## src/hdl/lsst_pkg.sv

```systemverilog
// ----------------------------------------------------------------------------
// lsst_pkg
// Shared types, register indexes and helpers for lane segment selection
// ----------------------------------------------------------------------------
`default_nettype none

package lsst_pkg;

    localparam int FIELD_BITS = 12;
    localparam int OUT_BITS   = 16;
    localparam int NUM_BITS   = 36;
    localparam int DEN_BITS   = 18;
    localparam int SUM_BITS   = 37;

    localparam logic [1:0] REG_SLOPE_LIMIT    = 2'd0;
    localparam logic [1:0] REG_FRAME_HEIGHT   = 2'd1;
    localparam logic [1:0] REG_AVERAGE_LENGTH = 2'd2;

    localparam logic [9:0]  SLOPE_LIMIT_RESET    = 10'd77;
    localparam logic [11:0] FRAME_HEIGHT_RESET   = 12'd480;
    localparam logic [7:0]  AVERAGE_LENGTH_RESET = 8'd20;

    // one third as 2731 / 2^13, exact for 12-bit heights
    localparam logic [11:0] THIRD_MUL   = 12'd2731;
    localparam int          THIRD_SHIFT = 13;

    typedef struct packed {
        logic                        start;
        logic signed [NUM_BITS-1:0]  dividend;
        logic signed [DEN_BITS-1:0]  divisor;
    } div_req_t;

    typedef struct packed {
        logic                        done;
        logic signed [NUM_BITS-1:0]  quotient;
    } div_rsp_t;

    function automatic logic signed [OUT_BITS-1:0] sat16(input logic signed [SUM_BITS-1:0] v);
        logic signed [OUT_BITS-1:0] r;
        if (v > 37'sd32767) begin
            r = 16'sh7fff;
        end else if (v < -37'sd32768) begin
            r = 16'sh8000;
        end else begin
            r = v[OUT_BITS-1:0];
        end
        return r;
    endfunction

endpackage

`default_nettype wire

```

## src/hdl/lane_segment_select_track.sv

```systemverilog
// ----------------------------------------------------------------------------
// lane_segment_select_track
// Picks the longest left and right lane segment of each frame and tracks
// both lane lines with a moving average
//
//   channel   dir   payload (low bit up)
//   s_        in    tdata: start_x, start_y, end_x, end_y; tuser: has_segment;
//                   tlast: frame_last
//   m_        out   tdata: left top x/y, left bottom x/y, right top x/y,
//                   right bottom x/y; tuser: left_fallback, right_fallback
//   cfg_      in    index, data
//
// segments stream in at one per cycle through a two-stage front end, unless
// a frame end waits on a full queue; the back end runs each frame end on
// the shared divider, at most two divisions per row cut, at most one per average fold
// a two-entry queue lets the front end take the next frame meanwhile
// synchronous reset clears best candidates, averages and all handshakes
// ----------------------------------------------------------------------------
`default_nettype none

module lane_segment_select_track #(
    parameter int COORD_BITS = 12
) (
    input  wire logic         aclk,
    input  wire logic         aresetn,
    input  wire logic         s_tvalid,
    output logic              s_tready,
    input  wire logic [47:0]  s_tdata,   // start_x, start_y, end_x, end_y
    input  wire logic         s_tuser,   // has_segment
    input  wire logic         s_tlast,
    output logic              m_tvalid,
    input  wire logic         m_tready,
    output logic [127:0]      m_tdata,   // l top x, l top y, l bot x, l bot y, r same
    output logic [1:0]        m_tuser,   // left_fallback, right_fallback
    input  wire logic         cfg_valid,
    output logic              cfg_ready,
    input  wire logic [1:0]   cfg_index,
    input  wire logic [11:0]  cfg_data
);

    localparam int JOB_BITS = 8 * COORD_BITS + 2;

    logic [9:0]  slope_limit_reg;
    logic [11:0] frame_height_reg;
    logic [7:0]  average_length_reg;

    logic [3:0][lsst_pkg::FIELD_BITS-1:0] coords;
    logic                front_valid;
    logic                front_ready;
    logic [JOB_BITS-1:0] front_data;
    logic                job_valid;
    logic                job_ready;
    logic [JOB_BITS-1:0] job_data;
    lsst_pkg::div_req_t  div_req;
    lsst_pkg::div_rsp_t  div_rsp;

    assign cfg_ready = 1'b1;

    always_ff @(posedge aclk) begin
        if (!aresetn) begin
            slope_limit_reg    <= lsst_pkg::SLOPE_LIMIT_RESET;
            frame_height_reg   <= lsst_pkg::FRAME_HEIGHT_RESET;
            average_length_reg <= lsst_pkg::AVERAGE_LENGTH_RESET;
        end else if (cfg_valid) begin
            unique case (cfg_index)
                lsst_pkg::REG_SLOPE_LIMIT:    slope_limit_reg    <= cfg_data[9:0];
                lsst_pkg::REG_FRAME_HEIGHT:   frame_height_reg   <= cfg_data;
                lsst_pkg::REG_AVERAGE_LENGTH: average_length_reg <= cfg_data[7:0];
                default: ;
            endcase
        end
    end

    always_comb begin
        for (int i = 0; i < 4; i++) begin
            coords[i] = s_tdata[i*lsst_pkg::FIELD_BITS +: lsst_pkg::FIELD_BITS];
        end
    end

    lsst_front #(.COORD_BITS(COORD_BITS)) u_front (
        .aclk        (aclk),
        .aresetn     (aresetn),
        .s_valid     (s_tvalid),
        .s_ready     (s_tready),
        .has_segment (s_tuser),
        .coords      (coords),
        .frame_last  (s_tlast),
        .slope_limit (slope_limit_reg),
        .job_valid   (front_valid),
        .job_ready   (front_ready),
        .job_data    (front_data)
    );

    lsst_fifo #(.WIDTH(JOB_BITS)) u_queue (
        .aclk      (aclk),
        .aresetn   (aresetn),
        .in_valid  (front_valid),
        .in_ready  (front_ready),
        .in_data   (front_data),
        .out_valid (job_valid),
        .out_ready (job_ready),
        .out_data  (job_data)
    );

    lsst_div u_div (
        .aclk    (aclk),
        .aresetn (aresetn),
        .req     (div_req),
        .rsp     (div_rsp)
    );

    lsst_back #(.COORD_BITS(COORD_BITS)) u_back (
        .aclk           (aclk),
        .aresetn        (aresetn),
        .job_valid      (job_valid),
        .job_ready      (job_ready),
        .job_data       (job_data),
        .frame_height   (frame_height_reg),
        .average_length (average_length_reg),
        .div_req        (div_req),
        .div_rsp        (div_rsp),
        .m_valid        (m_tvalid),
        .m_ready        (m_tready),
        .m_data         (m_tdata),
        .m_user         (m_tuser)
    );

endmodule

`default_nettype wire

```

## src/hdl/lsst_fifo.sv

```systemverilog
// ----------------------------------------------------------------------------
// lsst_fifo
// Two-entry queue between the segment front end and the frame-end back end
// ----------------------------------------------------------------------------
`default_nettype none

module lsst_fifo #(
    parameter int WIDTH = 98
) (
    input  wire logic             aclk,
    input  wire logic             aresetn,
    input  wire logic             in_valid,
    output logic                  in_ready,
    input  wire logic [WIDTH-1:0] in_data,
    output logic                  out_valid,
    input  wire logic             out_ready,
    output logic [WIDTH-1:0]      out_data
);

    logic [WIDTH-1:0] mem_reg [2];
    logic             wr_ptr_reg;
    logic             rd_ptr_reg;
    logic [1:0]       count_reg;
    logic             push;
    logic             pop;

    assign in_ready  = (count_reg != 2'd2);
    assign out_valid = (count_reg != 2'd0);
    assign out_data  = mem_reg[rd_ptr_reg];
    assign push      = in_valid && in_ready;
    assign pop       = out_valid && out_ready;

    always_ff @(posedge aclk) begin
        if (push) begin
            mem_reg[wr_ptr_reg] <= in_data;
        end
        if (!aresetn) begin
            wr_ptr_reg <= 1'b0;
            rd_ptr_reg <= 1'b0;
            count_reg  <= 2'd0;
        end else begin
            if (push) begin
                wr_ptr_reg <= !wr_ptr_reg;
            end
            if (pop) begin
                rd_ptr_reg <= !rd_ptr_reg;
            end
            if (push && !pop) begin
                count_reg <= count_reg + 2'd1;
            end else if (pop && !push) begin
                count_reg <= count_reg - 2'd1;
            end
        end
    end

endmodule

`default_nettype wire

```

## src/hdl/lsst_front.sv

```systemverilog
// ----------------------------------------------------------------------------
// lsst_front
// Sorts segments by slope and keeps the longest candidate of each side
// ----------------------------------------------------------------------------
`default_nettype none

module lsst_front #(
    parameter int COORD_BITS = 12
) (
    input  wire logic                                    aclk,
    input  wire logic                                    aresetn,
    input  wire logic                                    s_valid,
    output logic                                         s_ready,
    input  wire logic                                    has_segment,
    input  wire logic [3:0][lsst_pkg::FIELD_BITS-1:0]    coords,
    input  wire logic                                    frame_last,
    input  wire logic [9:0]                              slope_limit,
    output logic                                         job_valid,
    input  wire logic                                    job_ready,
    output logic [8*COORD_BITS+1:0]                      job_data
);

    localparam int C        = COORD_BITS;
    localparam int LEN_BITS = 2 * COORD_BITS + 1;
    localparam int CMP_BITS = COORD_BITS + 12;

    logic [3:0][C-1:0]       c_in;
    logic signed [C:0]       dx;
    logic signed [C:0]       dy;
    logic signed [C:0]       dx_abs;
    logic signed [C:0]       dy_norm;
    logic signed [LEN_BITS:0] sq_sum;

    logic                    p_valid_reg;
    logic                    p_has_reg;
    logic                    p_last_reg;
    logic [3:0][C-1:0]       p_c_reg;
    logic [C-1:0]            p_adx_reg;
    logic signed [C:0]       p_dy_reg;
    logic [LEN_BITS-1:0]     p_len_reg;

    logic [3:0][C-1:0]       lbest_reg;
    logic [3:0][C-1:0]       rbest_reg;
    logic [LEN_BITS-1:0]     llen_reg;
    logic [LEN_BITS-1:0]     rlen_reg;

    logic [C+9:0]            m_adx;
    logic signed [CMP_BITS-1:0] dy_s;
    logic signed [CMP_BITS-1:0] thr;
    logic                    is_left;
    logic                    is_right;
    logic                    l_upd;
    logic                    r_upd;
    logic [3:0][C-1:0]       lbest_next;
    logic [3:0][C-1:0]       rbest_next;
    logic [LEN_BITS-1:0]     llen_next;
    logic [LEN_BITS-1:0]     rlen_next;
    logic                    fire;

    always_comb begin
        for (int i = 0; i < 4; i++) begin
            c_in[i] = C'(coords[i]);
        end
    end

    assign dx      = $signed({1'b0, c_in[2]}) - $signed({1'b0, c_in[0]});
    assign dy      = $signed({1'b0, c_in[3]}) - $signed({1'b0, c_in[1]});
    assign sq_sum  = dx * dx + dy * dy;
    assign dx_abs  = dx[C] ? -dx : dx;
    assign dy_norm = dx[C] ? -dy : dy;

    // slope test against the threshold by cross-multiply
    assign m_adx = slope_limit * p_adx_reg;
    assign dy_s  = {{(CMP_BITS-C-9){p_dy_reg[C]}}, p_dy_reg, 8'b0};
    assign thr   = $signed({2'b0, m_adx});

    always_comb begin
        if (p_adx_reg == '0) begin
            is_left  = (p_dy_reg < 0);
            is_right = (p_dy_reg > 0);
        end else begin
            is_left  = (dy_s < -thr);
            is_right = (dy_s > thr);
        end
    end

    assign l_upd      = p_has_reg && is_left && (p_len_reg > llen_reg);
    assign r_upd      = p_has_reg && !is_left && is_right && (p_len_reg > rlen_reg);
    assign lbest_next = l_upd ? p_c_reg : lbest_reg;
    assign rbest_next = r_upd ? p_c_reg : rbest_reg;
    assign llen_next  = l_upd ? p_len_reg : llen_reg;
    assign rlen_next  = r_upd ? p_len_reg : rlen_reg;

    assign job_valid = p_valid_reg && p_last_reg;
    assign job_data  = {(rlen_next == '0), (llen_next == '0), rbest_next, lbest_next};
    assign fire      = p_valid_reg && (!p_last_reg || job_ready);
    assign s_ready   = !p_valid_reg || fire;

    always_ff @(posedge aclk) begin
        if (s_valid && s_ready) begin
            p_has_reg  <= has_segment;
            p_last_reg <= frame_last;
            p_c_reg    <= c_in;
            p_adx_reg  <= dx_abs[C-1:0];
            p_dy_reg   <= dy_norm;
            p_len_reg  <= sq_sum[LEN_BITS-1:0];
        end
        if (!aresetn) begin
            p_valid_reg <= 1'b0;
            lbest_reg   <= '0;
            rbest_reg   <= '0;
            llen_reg    <= '0;
            rlen_reg    <= '0;
        end else begin
            if (s_ready) begin
                p_valid_reg <= s_valid;
            end
            if (fire) begin
                if (p_last_reg) begin
                    lbest_reg <= '0;
                    rbest_reg <= '0;
                    llen_reg  <= '0;
                    rlen_reg  <= '0;
                end else begin
                    lbest_reg <= lbest_next;
                    rbest_reg <= rbest_next;
                    llen_reg  <= llen_next;
                    rlen_reg  <= rlen_next;
                end
            end
        end
    end

endmodule

`default_nettype wire

```

## src/hdl/lsst_div.sv

```systemverilog
// ----------------------------------------------------------------------------
// lsst_div
// Signed truncating divider, one quotient bit per cycle
// ----------------------------------------------------------------------------
`default_nettype none

module lsst_div (
    input  wire logic               aclk,
    input  wire logic               aresetn,
    input  wire lsst_pkg::div_req_t req,
    output lsst_pkg::div_rsp_t      rsp
);

    localparam int NB = lsst_pkg::NUM_BITS;
    localparam int DB = lsst_pkg::DEN_BITS;

    logic          busy_reg;
    logic          done_reg;
    logic [5:0]    cnt_reg;
    logic [DB-1:0] rem_reg;
    logic [NB-1:0] q_reg;
    logic [DB-1:0] den_reg;
    logic          neg_reg;
    logic signed [NB-1:0] quo_reg;

    logic [DB:0]   trial;
    logic          ge;
    logic [DB:0]   rem_n;
    logic [NB-1:0] q_n;

    assign trial = {rem_reg, q_reg[NB-1]};
    assign ge    = (trial >= {1'b0, den_reg});
    assign rem_n = ge ? (trial - {1'b0, den_reg}) : trial;
    assign q_n   = {q_reg[NB-2:0], ge};

    assign rsp.done     = done_reg;
    assign rsp.quotient = quo_reg;

    always_ff @(posedge aclk) begin
        if (req.start) begin
            rem_reg <= '0;
            q_reg   <= req.dividend[NB-1] ? NB'(-req.dividend) : NB'(req.dividend);
            den_reg <= req.divisor[DB-1] ? DB'(-req.divisor) : DB'(req.divisor);
            neg_reg <= req.dividend[NB-1] ^ req.divisor[DB-1];
            cnt_reg <= '0;
        end else if (busy_reg) begin
            rem_reg <= rem_n[DB-1:0];
            q_reg   <= q_n;
            cnt_reg <= cnt_reg + 6'd1;
            if (cnt_reg == 6'(NB-1)) begin
                quo_reg <= neg_reg ? -$signed(q_n) : $signed(q_n);
            end
        end
        if (!aresetn) begin
            busy_reg <= 1'b0;
            done_reg <= 1'b0;
        end else begin
            done_reg <= 1'b0;
            if (req.start) begin
                busy_reg <= 1'b1;
            end else if (busy_reg && cnt_reg == 6'(NB-1)) begin
                busy_reg <= 1'b0;
                done_reg <= 1'b1;
            end
        end
    end

endmodule

`default_nettype wire

```

## src/hdl/lsst_back.sv

```systemverilog
// ----------------------------------------------------------------------------
// lsst_back
// Frame-end sequencer: cuts each side's line at both rows and folds the
// cut points into the moving averages
// ----------------------------------------------------------------------------
`default_nettype none

module lsst_back #(
    parameter int COORD_BITS = 12
) (
    input  wire logic                      aclk,
    input  wire logic                      aresetn,
    input  wire logic                      job_valid,
    output logic                           job_ready,
    input  wire logic [8*COORD_BITS+1:0]   job_data,
    input  wire logic [11:0]               frame_height,
    input  wire logic [7:0]                average_length,
    output lsst_pkg::div_req_t             div_req,
    input  wire lsst_pkg::div_rsp_t        div_rsp,
    output logic                           m_valid,
    input  wire logic                      m_ready,
    output logic [127:0]                   m_data,
    output logic [1:0]                     m_user
);

    localparam int C  = COORD_BITS;
    localparam int NB = lsst_pkg::NUM_BITS;
    localparam int DB = lsst_pkg::DEN_BITS;
    localparam int SB = lsst_pkg::SUM_BITS;

    typedef enum logic [2:0] {
        ST_IDLE, ST_LOAD, ST_CUT, ST_MUL, ST_ISSUE, ST_WAIT, ST_FOLD, ST_DONE
    } state_t;

    typedef enum logic [1:0] {OP_X, OP_Y, OP_F} op_t;

    state_t             state_reg;
    op_t                op_reg;
    logic               side_reg;
    logic               phase_reg;
    logic [1:0]         k_reg;
    logic [7:0][C-1:0]  lines_reg;
    logic [1:0]         fb_reg;
    logic [11:0]        ytop_reg;
    logic signed [15:0] l_reg [4];
    logic signed [16:0] dx_reg;
    logic signed [16:0] dy_reg;
    logic signed [15:0] smp_reg [4];
    logic signed [15:0] avg_reg [2][4];
    logic signed [NB-1:0] prod_reg;
    logic               m_valid_reg;
    logic [127:0]       m_data_reg;
    logic [1:0]         m_user_reg;

    logic [23:0]        h_mul;
    logic [11:0]        ytop_n;
    logic [8:0]         neff;
    logic [11:0]        yref;
    logic signed [15:0] l_src [4];
    logic signed [16:0] dx_n;
    logic signed [16:0] dy_n;
    logic signed [15:0] avg_cur;
    logic signed [17:0] mul_a;
    logic signed [17:0] mul_b;
    logic signed [15:0] mul_add;
    logic signed [NB-1:0] prod_n;
    logic signed [15:0] base;
    logic signed [SB-1:0] cut_sum;
    logic signed [15:0] cut_sat;

    assign h_mul  = frame_height * lsst_pkg::THIRD_MUL;
    assign ytop_n = frame_height - {1'b0, h_mul[23:lsst_pkg::THIRD_SHIFT]};
    assign neff   = (average_length == 8'd0) ? 9'd1 : {1'b0, average_length};
    assign yref   = phase_reg ? frame_height : ytop_reg;

    always_comb begin
        for (int i = 0; i < 4; i++) begin
            if (fb_reg[side_reg]) begin
                l_src[i] = avg_reg[side_reg][i];
            end else begin
                l_src[i] = 16'(lines_reg[{side_reg, 2'(i)}]);
            end
        end
    end

    assign dx_n    = $signed({l_src[2][15], l_src[2]}) - $signed({l_src[0][15], l_src[0]});
    assign dy_n    = $signed({l_src[3][15], l_src[3]}) - $signed({l_src[1][15], l_src[1]});
    assign avg_cur = avg_reg[side_reg][k_reg];

    always_comb begin
        unique case (op_reg)
            OP_X: begin
                mul_a   = $signed({6'b0, yref}) - $signed({{2{l_reg[1][15]}}, l_reg[1]});
                mul_b   = $signed({dx_reg[16], dx_reg});
                mul_add = '0;
            end
            OP_Y: begin
                mul_a   = $signed({{2{smp_reg[{phase_reg, 1'b0}][15]}},
                                   smp_reg[{phase_reg, 1'b0}]})
                        - $signed({{2{l_reg[0][15]}}, l_reg[0]});
                mul_b   = $signed({dy_reg[16], dy_reg});
                mul_add = '0;
            end
            default: begin
                mul_a   = $signed({{2{avg_cur[15]}}, avg_cur});
                mul_b   = $signed({9'b0, neff - 9'd1});
                mul_add = smp_reg[k_reg];
            end
        endcase
    end

    assign prod_n = mul_a * mul_b + mul_add;

    always_comb begin
        div_req.start    = (state_reg == ST_ISSUE);
        div_req.dividend = prod_reg;
        unique case (op_reg)
            OP_X:    div_req.divisor = $signed({dy_reg[16], dy_reg});
            OP_Y:    div_req.divisor = $signed({dx_reg[16], dx_reg});
            default: div_req.divisor = $signed({9'b0, neff});
        endcase
    end

    assign base    = (op_reg == OP_X) ? l_reg[0] : l_reg[1];
    assign cut_sum = $signed({{(SB-16){base[15]}}, base})
                   + $signed({div_rsp.quotient[NB-1], div_rsp.quotient});
    assign cut_sat = lsst_pkg::sat16(cut_sum);

    assign job_ready = (state_reg == ST_IDLE);
    assign m_valid   = m_valid_reg;
    assign m_data    = m_data_reg;
    assign m_user    = m_user_reg;

    always_ff @(posedge aclk) begin
        if (!aresetn) begin
            state_reg   <= ST_IDLE;
            op_reg      <= OP_X;
            side_reg    <= 1'b0;
            phase_reg   <= 1'b0;
            k_reg       <= 2'd0;
            m_valid_reg <= 1'b0;
            for (int s = 0; s < 2; s++) begin
                for (int i = 0; i < 4; i++) begin
                    avg_reg[s][i] <= '0;
                end
            end
        end else begin
            if (m_valid_reg && m_ready && state_reg != ST_DONE) begin
                m_valid_reg <= 1'b0;
            end
            unique case (state_reg)
                ST_IDLE: begin
                    if (job_valid) begin
                        lines_reg <= job_data[8*C-1:0];
                        fb_reg    <= job_data[8*C+1:8*C];
                        ytop_reg  <= ytop_n;
                        side_reg  <= 1'b0;
                        state_reg <= ST_LOAD;
                    end
                end
                ST_LOAD: begin
                    for (int i = 0; i < 4; i++) begin
                        l_reg[i] <= l_src[i];
                    end
                    dx_reg    <= dx_n;
                    dy_reg    <= dy_n;
                    phase_reg <= 1'b0;
                    if (dy_n == '0) begin
                        // flat line, averages stay as they are
                        if (!side_reg) begin
                            side_reg  <= 1'b1;
                            state_reg <= ST_LOAD;
                        end else begin
                            state_reg <= ST_DONE;
                        end
                    end else begin
                        state_reg <= ST_CUT;
                    end
                end
                ST_CUT: begin
                    if (dx_reg == '0) begin
                        smp_reg[{phase_reg, 1'b0}] <= l_reg[0];
                        smp_reg[{phase_reg, 1'b1}] <= $signed({4'b0, yref});
                        if (!phase_reg) begin
                            phase_reg <= 1'b1;
                        end else begin
                            k_reg     <= 2'd0;
                            state_reg <= ST_FOLD;
                        end
                    end else begin
                        op_reg    <= OP_X;
                        state_reg <= ST_MUL;
                    end
                end
                ST_MUL: begin
                    prod_reg  <= prod_n;
                    state_reg <= ST_ISSUE;
                end
                ST_ISSUE: begin
                    state_reg <= ST_WAIT;
                end
                ST_WAIT: begin
                    if (div_rsp.done) begin
                        unique case (op_reg)
                            OP_X: begin
                                smp_reg[{phase_reg, 1'b0}] <= cut_sat;
                                op_reg    <= OP_Y;
                                state_reg <= ST_MUL;
                            end
                            OP_Y: begin
                                smp_reg[{phase_reg, 1'b1}] <= cut_sat;
                                if (!phase_reg) begin
                                    phase_reg <= 1'b1;
                                    state_reg <= ST_CUT;
                                end else begin
                                    k_reg     <= 2'd0;
                                    state_reg <= ST_FOLD;
                                end
                            end
                            default: begin
                                avg_reg[side_reg][k_reg] <= div_rsp.quotient[15:0];
                                if (k_reg != 2'd3) begin
                                    k_reg     <= k_reg + 2'd1;
                                    state_reg <= ST_FOLD;
                                end else if (!side_reg) begin
                                    side_reg  <= 1'b1;
                                    state_reg <= ST_LOAD;
                                end else begin
                                    state_reg <= ST_DONE;
                                end
                            end
                        endcase
                    end
                end
                ST_FOLD: begin
                    if (avg_cur == '0) begin
                        avg_reg[side_reg][k_reg] <= smp_reg[k_reg];
                        if (k_reg != 2'd3) begin
                            k_reg <= k_reg + 2'd1;
                        end else if (!side_reg) begin
                            side_reg  <= 1'b1;
                            state_reg <= ST_LOAD;
                        end else begin
                            state_reg <= ST_DONE;
                        end
                    end else begin
                        op_reg    <= OP_F;
                        state_reg <= ST_MUL;
                    end
                end
                ST_DONE: begin
                    if (!m_valid_reg || m_ready) begin
                        for (int i = 0; i < 4; i++) begin
                            m_data_reg[16*i +: 16]     <= avg_reg[0][i];
                            m_data_reg[16*(4+i) +: 16] <= avg_reg[1][i];
                        end
                        m_user_reg  <= fb_reg;
                        m_valid_reg <= 1'b1;
                        state_reg   <= ST_IDLE;
                    end
                end
                default: begin
                    state_reg <= ST_IDLE;
                end
            endcase
        end
    end

endmodule

`default_nettype wire

```

## config.mk

```make
export PLATFORM = sky130hd
export DESIGN_NAME = lane_segment_select_track
export DESIGN_NICKNAME = d
export VERILOG_FILES = /design/src/hdl/lsst_pkg.sv /design/src/hdl/lane_segment_select_track.sv /design/src/hdl/lsst_fifo.sv /design/src/hdl/lsst_front.sv /design/src/hdl/lsst_div.sv /design/src/hdl/lsst_back.sv
export SDC_FILE = /design/constraint.sdc
export NUM_CORES = 2
export LEC_CHECK = 0
export ABC_AREA = 1
export BUFFER_PORTS_ARGS = -buffer_cell sky130_fd_sc_hd__buf_4
export CORE_ASPECT_RATIO = 1.25
export CORE_MARGIN = 1
export CORE_UTILIZATION = 48
export CTS_CLUSTER_SIZE = 20
export DETAILED_ROUTE_END_ITERATION = 8
export GPL_TIMING_DRIVEN = 1
export PLACE_DENSITY = 0.64
export SYNTH_ARGS = -nofsm -noshare
export SYNTH_HDL_FRONTEND = slang
export SYNTH_SLANG_ARGS = --single-unit
```

## constraint.sdc

```tcl
create_clock -name aclk -period 30 [get_ports aclk]
set_input_delay 3 -clock aclk [delete_from_list [all_inputs] [get_ports aclk]]
set_output_delay 3 -clock aclk [all_outputs]
set_load 0.01 [all_outputs]
```

==> summary.txt <==
Initial core utilization = 48.3%
Total Routing Usage GR = 28.9%
DR iter-0 viols = 5655
# hold bufs at CTS = 0
RSZ-0062 raised after global routing = no
Vias per std cell = 5.42
Post_cts resized = 0
Max-Cap Viols = 0
Async S/R FF share, synth = 0%
I/O Pins = 202
Congestion Overflow GR = 0
Post-Syn Area = 86800 um2
Crit end category = register
Crit path kind = input port to register
Post-synth EDFFs = 921
Worst hold path type = register to register
Tmin final = 11.70 ns
Synth-to-Final Area Change = 8.99%
WP data required = 30.51 ns
Post-CTS Setup Repair Bufs = 0
Row Count = 174
Status = complete, but fails checks
Vias in the first global route = 66653
Worst skew pair latency = 0.82 ns
Register area share after synthesis = 36.9%
H-tree levels = 3
Commonest cells after routing, fill and taps aside = 2245 x nand2_1, 1615 x inv_1, 921 x edfxtp_1
Core area = 180000 um2
WL final = 264 mm
Startpoint Class = input port
Hold WS = 0.407 ns
CP max-delay cell = nor2_1
Clk root buf = clkbuf_16
Initial antenna violation count = 10
GPL Wtd Cong = 1.02
Final clock skew = 0.0990 ns
Port Buffers = 200
Max reg flops = 196
Hold Vio Cnt, Final = 0
CP delay by family, top = adder cells
Layout cell share with drive strength beyond 1 = 5.50%
Netlist cell types = 69
Setup TNS = 0 ns
First-pass GRT wire length = 398 mm
CTS Buf Count = 115
Main synth FF type = edfxtp_1
Commonest non-fill, non-tap cell in the layout = nand2_1
Clock sink total = 1142
Final HPWL DP = 209 mm
Slew margin rel. = 18.6%
Critical path's largest stage delay = 0.99 ns
Worst Tran Pin Value = 1.22 ns
1st-pass router iterations = 9
Clk buf depth = 3
Syn_area_per_cell = 9.00 um2
Nets@finish = 11178
Final Setup Violations = 0
Via count = 66096
Failing checks = DRC
Fin. max-slew vios = 0
TritonCTS clock tree = built
Die width = 382 um
Largest net degree at the start of global routing = 131
Die area = 183000 um2
CP max FO = 13
Fmax = 85.4 MHz
Synthesized flop and latch total = 1142
Synthesized instance count = 9648
Fin crit share = 39.0%
WL per Instance = 21.6 um
Yosys warns = 0
# DRC = 38
Crit path DAT = 12.21 ns
Die Span Y = 478 um
Worst path bufs/invs = 10
Antenna-violating nets left = 0
Fillers = 16550
Register clock-pin slew on the reported worst setup and hold paths = 0.06 ns
-- kinds of logic after synthesis --
logic type / Yosys count / share of synthesized area (%)
muxes: 21 / 0.242
and+or+nand+nor: 3535 / 16.2
xor gates and xnor gates: 319 / 3.22
buffers and inverters: 1951 / 8.51
AOI/OAI and AO/OA: 1297 / 8.14
adders and majority gates: 1381 / 26.8
DFF: 1142 / 36.9
other: 2 / 0.00865
-- stage by stage --
stage               instances  setup WS [ns]  utilization (%)  instance area [um2]
floorplan                9649          16.78                -                86900
finish                  12206          18.30             52.6                94700
detailed placement      11987          17.55             50.5                90800
CTS                     12205          18.35             52.6                94700
global route            12206          17.62             52.6                94700
global placement        11987          17.59             50.5                90800
-- layer usage --
metal	GRT usage (%)	up-vias	wire length, um
met5	0	-	100
met4	17.5	14	18500
met3	3.24	647	16000
met2	49.7	2413	129000
met1	34.7	32046	100000
li1	-	30976	-
-- final cells by class --
cell class	instances	area (um2)	share of cell area, %
sequential	1142	32100	33.9
clock buffer	157	3120	3.29
antenna	1	2.50	0.00264
tap	2376	2970	3.14
clock inverter	61	738	0.780
timing repair buffer	275	2060	2.18
multi-input combinational	6556	47500	50.2
inverter	1638	6150	6.50
-- synthesized netlist by cell type, types with 9 or more instances --
cell | count | area (um2)
o211ai_1 | 25 | 188
o21ai_0 | 490 | 2450
o31ai_1 | 12 | 90.1
nand3_1 | 174 | 871
a21o_1 | 13 | 97.6
or2_2 | 32 | 200
nand2_1 | 2245 | 8430
o22ai_1 | 63 | 394
o221ai_1 | 12 | 105
nand4_1 | 57 | 357
ha_1 | 588 | 7360
nand3b_1 | 12 | 90.1
nor3_1 | 75 | 375
buf_1 | 14 | 52.6
dfxtp_1 | 221 | 4420
edfxtp_1 | 921 | 27700
o21ai_1 | 69 | 345
a211oi_1 | 9 | 67.6
buf_2 | 36 | 180
a31oi_1 | 54 | 338
fa_1 | 793 | 15900
a21oi_1 | 479 | 2400
nor4_1 | 23 | 144
clkbuf_1 | 258 | 968
o21bai_1 | 28 | 210
nor2_1 | 874 | 3280
xor2_1 | 204 | 1790
xnor2_1 | 115 | 1010
inv_2 | 13 | 48.8
inv_1 | 1615 | 6060
clkinv_1 | 10 | 37.5
mux2i_1 | 21 | 210
-- path summary, 6_finish.rpt --
| path | startpoint | end | slack, ns | cells past startpoint |
|---|---|---|---|---|
| worst max-delay path | s_tdata[36] | u_front.p_len_reg[20] | 18.30 | 41 |
| worst min-delay path | u_back.avg_reg[0][4] | m_tdata[52] | 0.41 | 0 |
| worst max register to register | u_back.phase_reg | u_back.prod_reg[30] | 18.68 | 40 |
| worst min register to register | u_back.avg_reg[0][4] | m_tdata[52] | 0.41 | 0 |
Power is left out: the tool's default activity adds up to more than one toggle a clock period on the data nets, which glitch-free logic cannot reach.
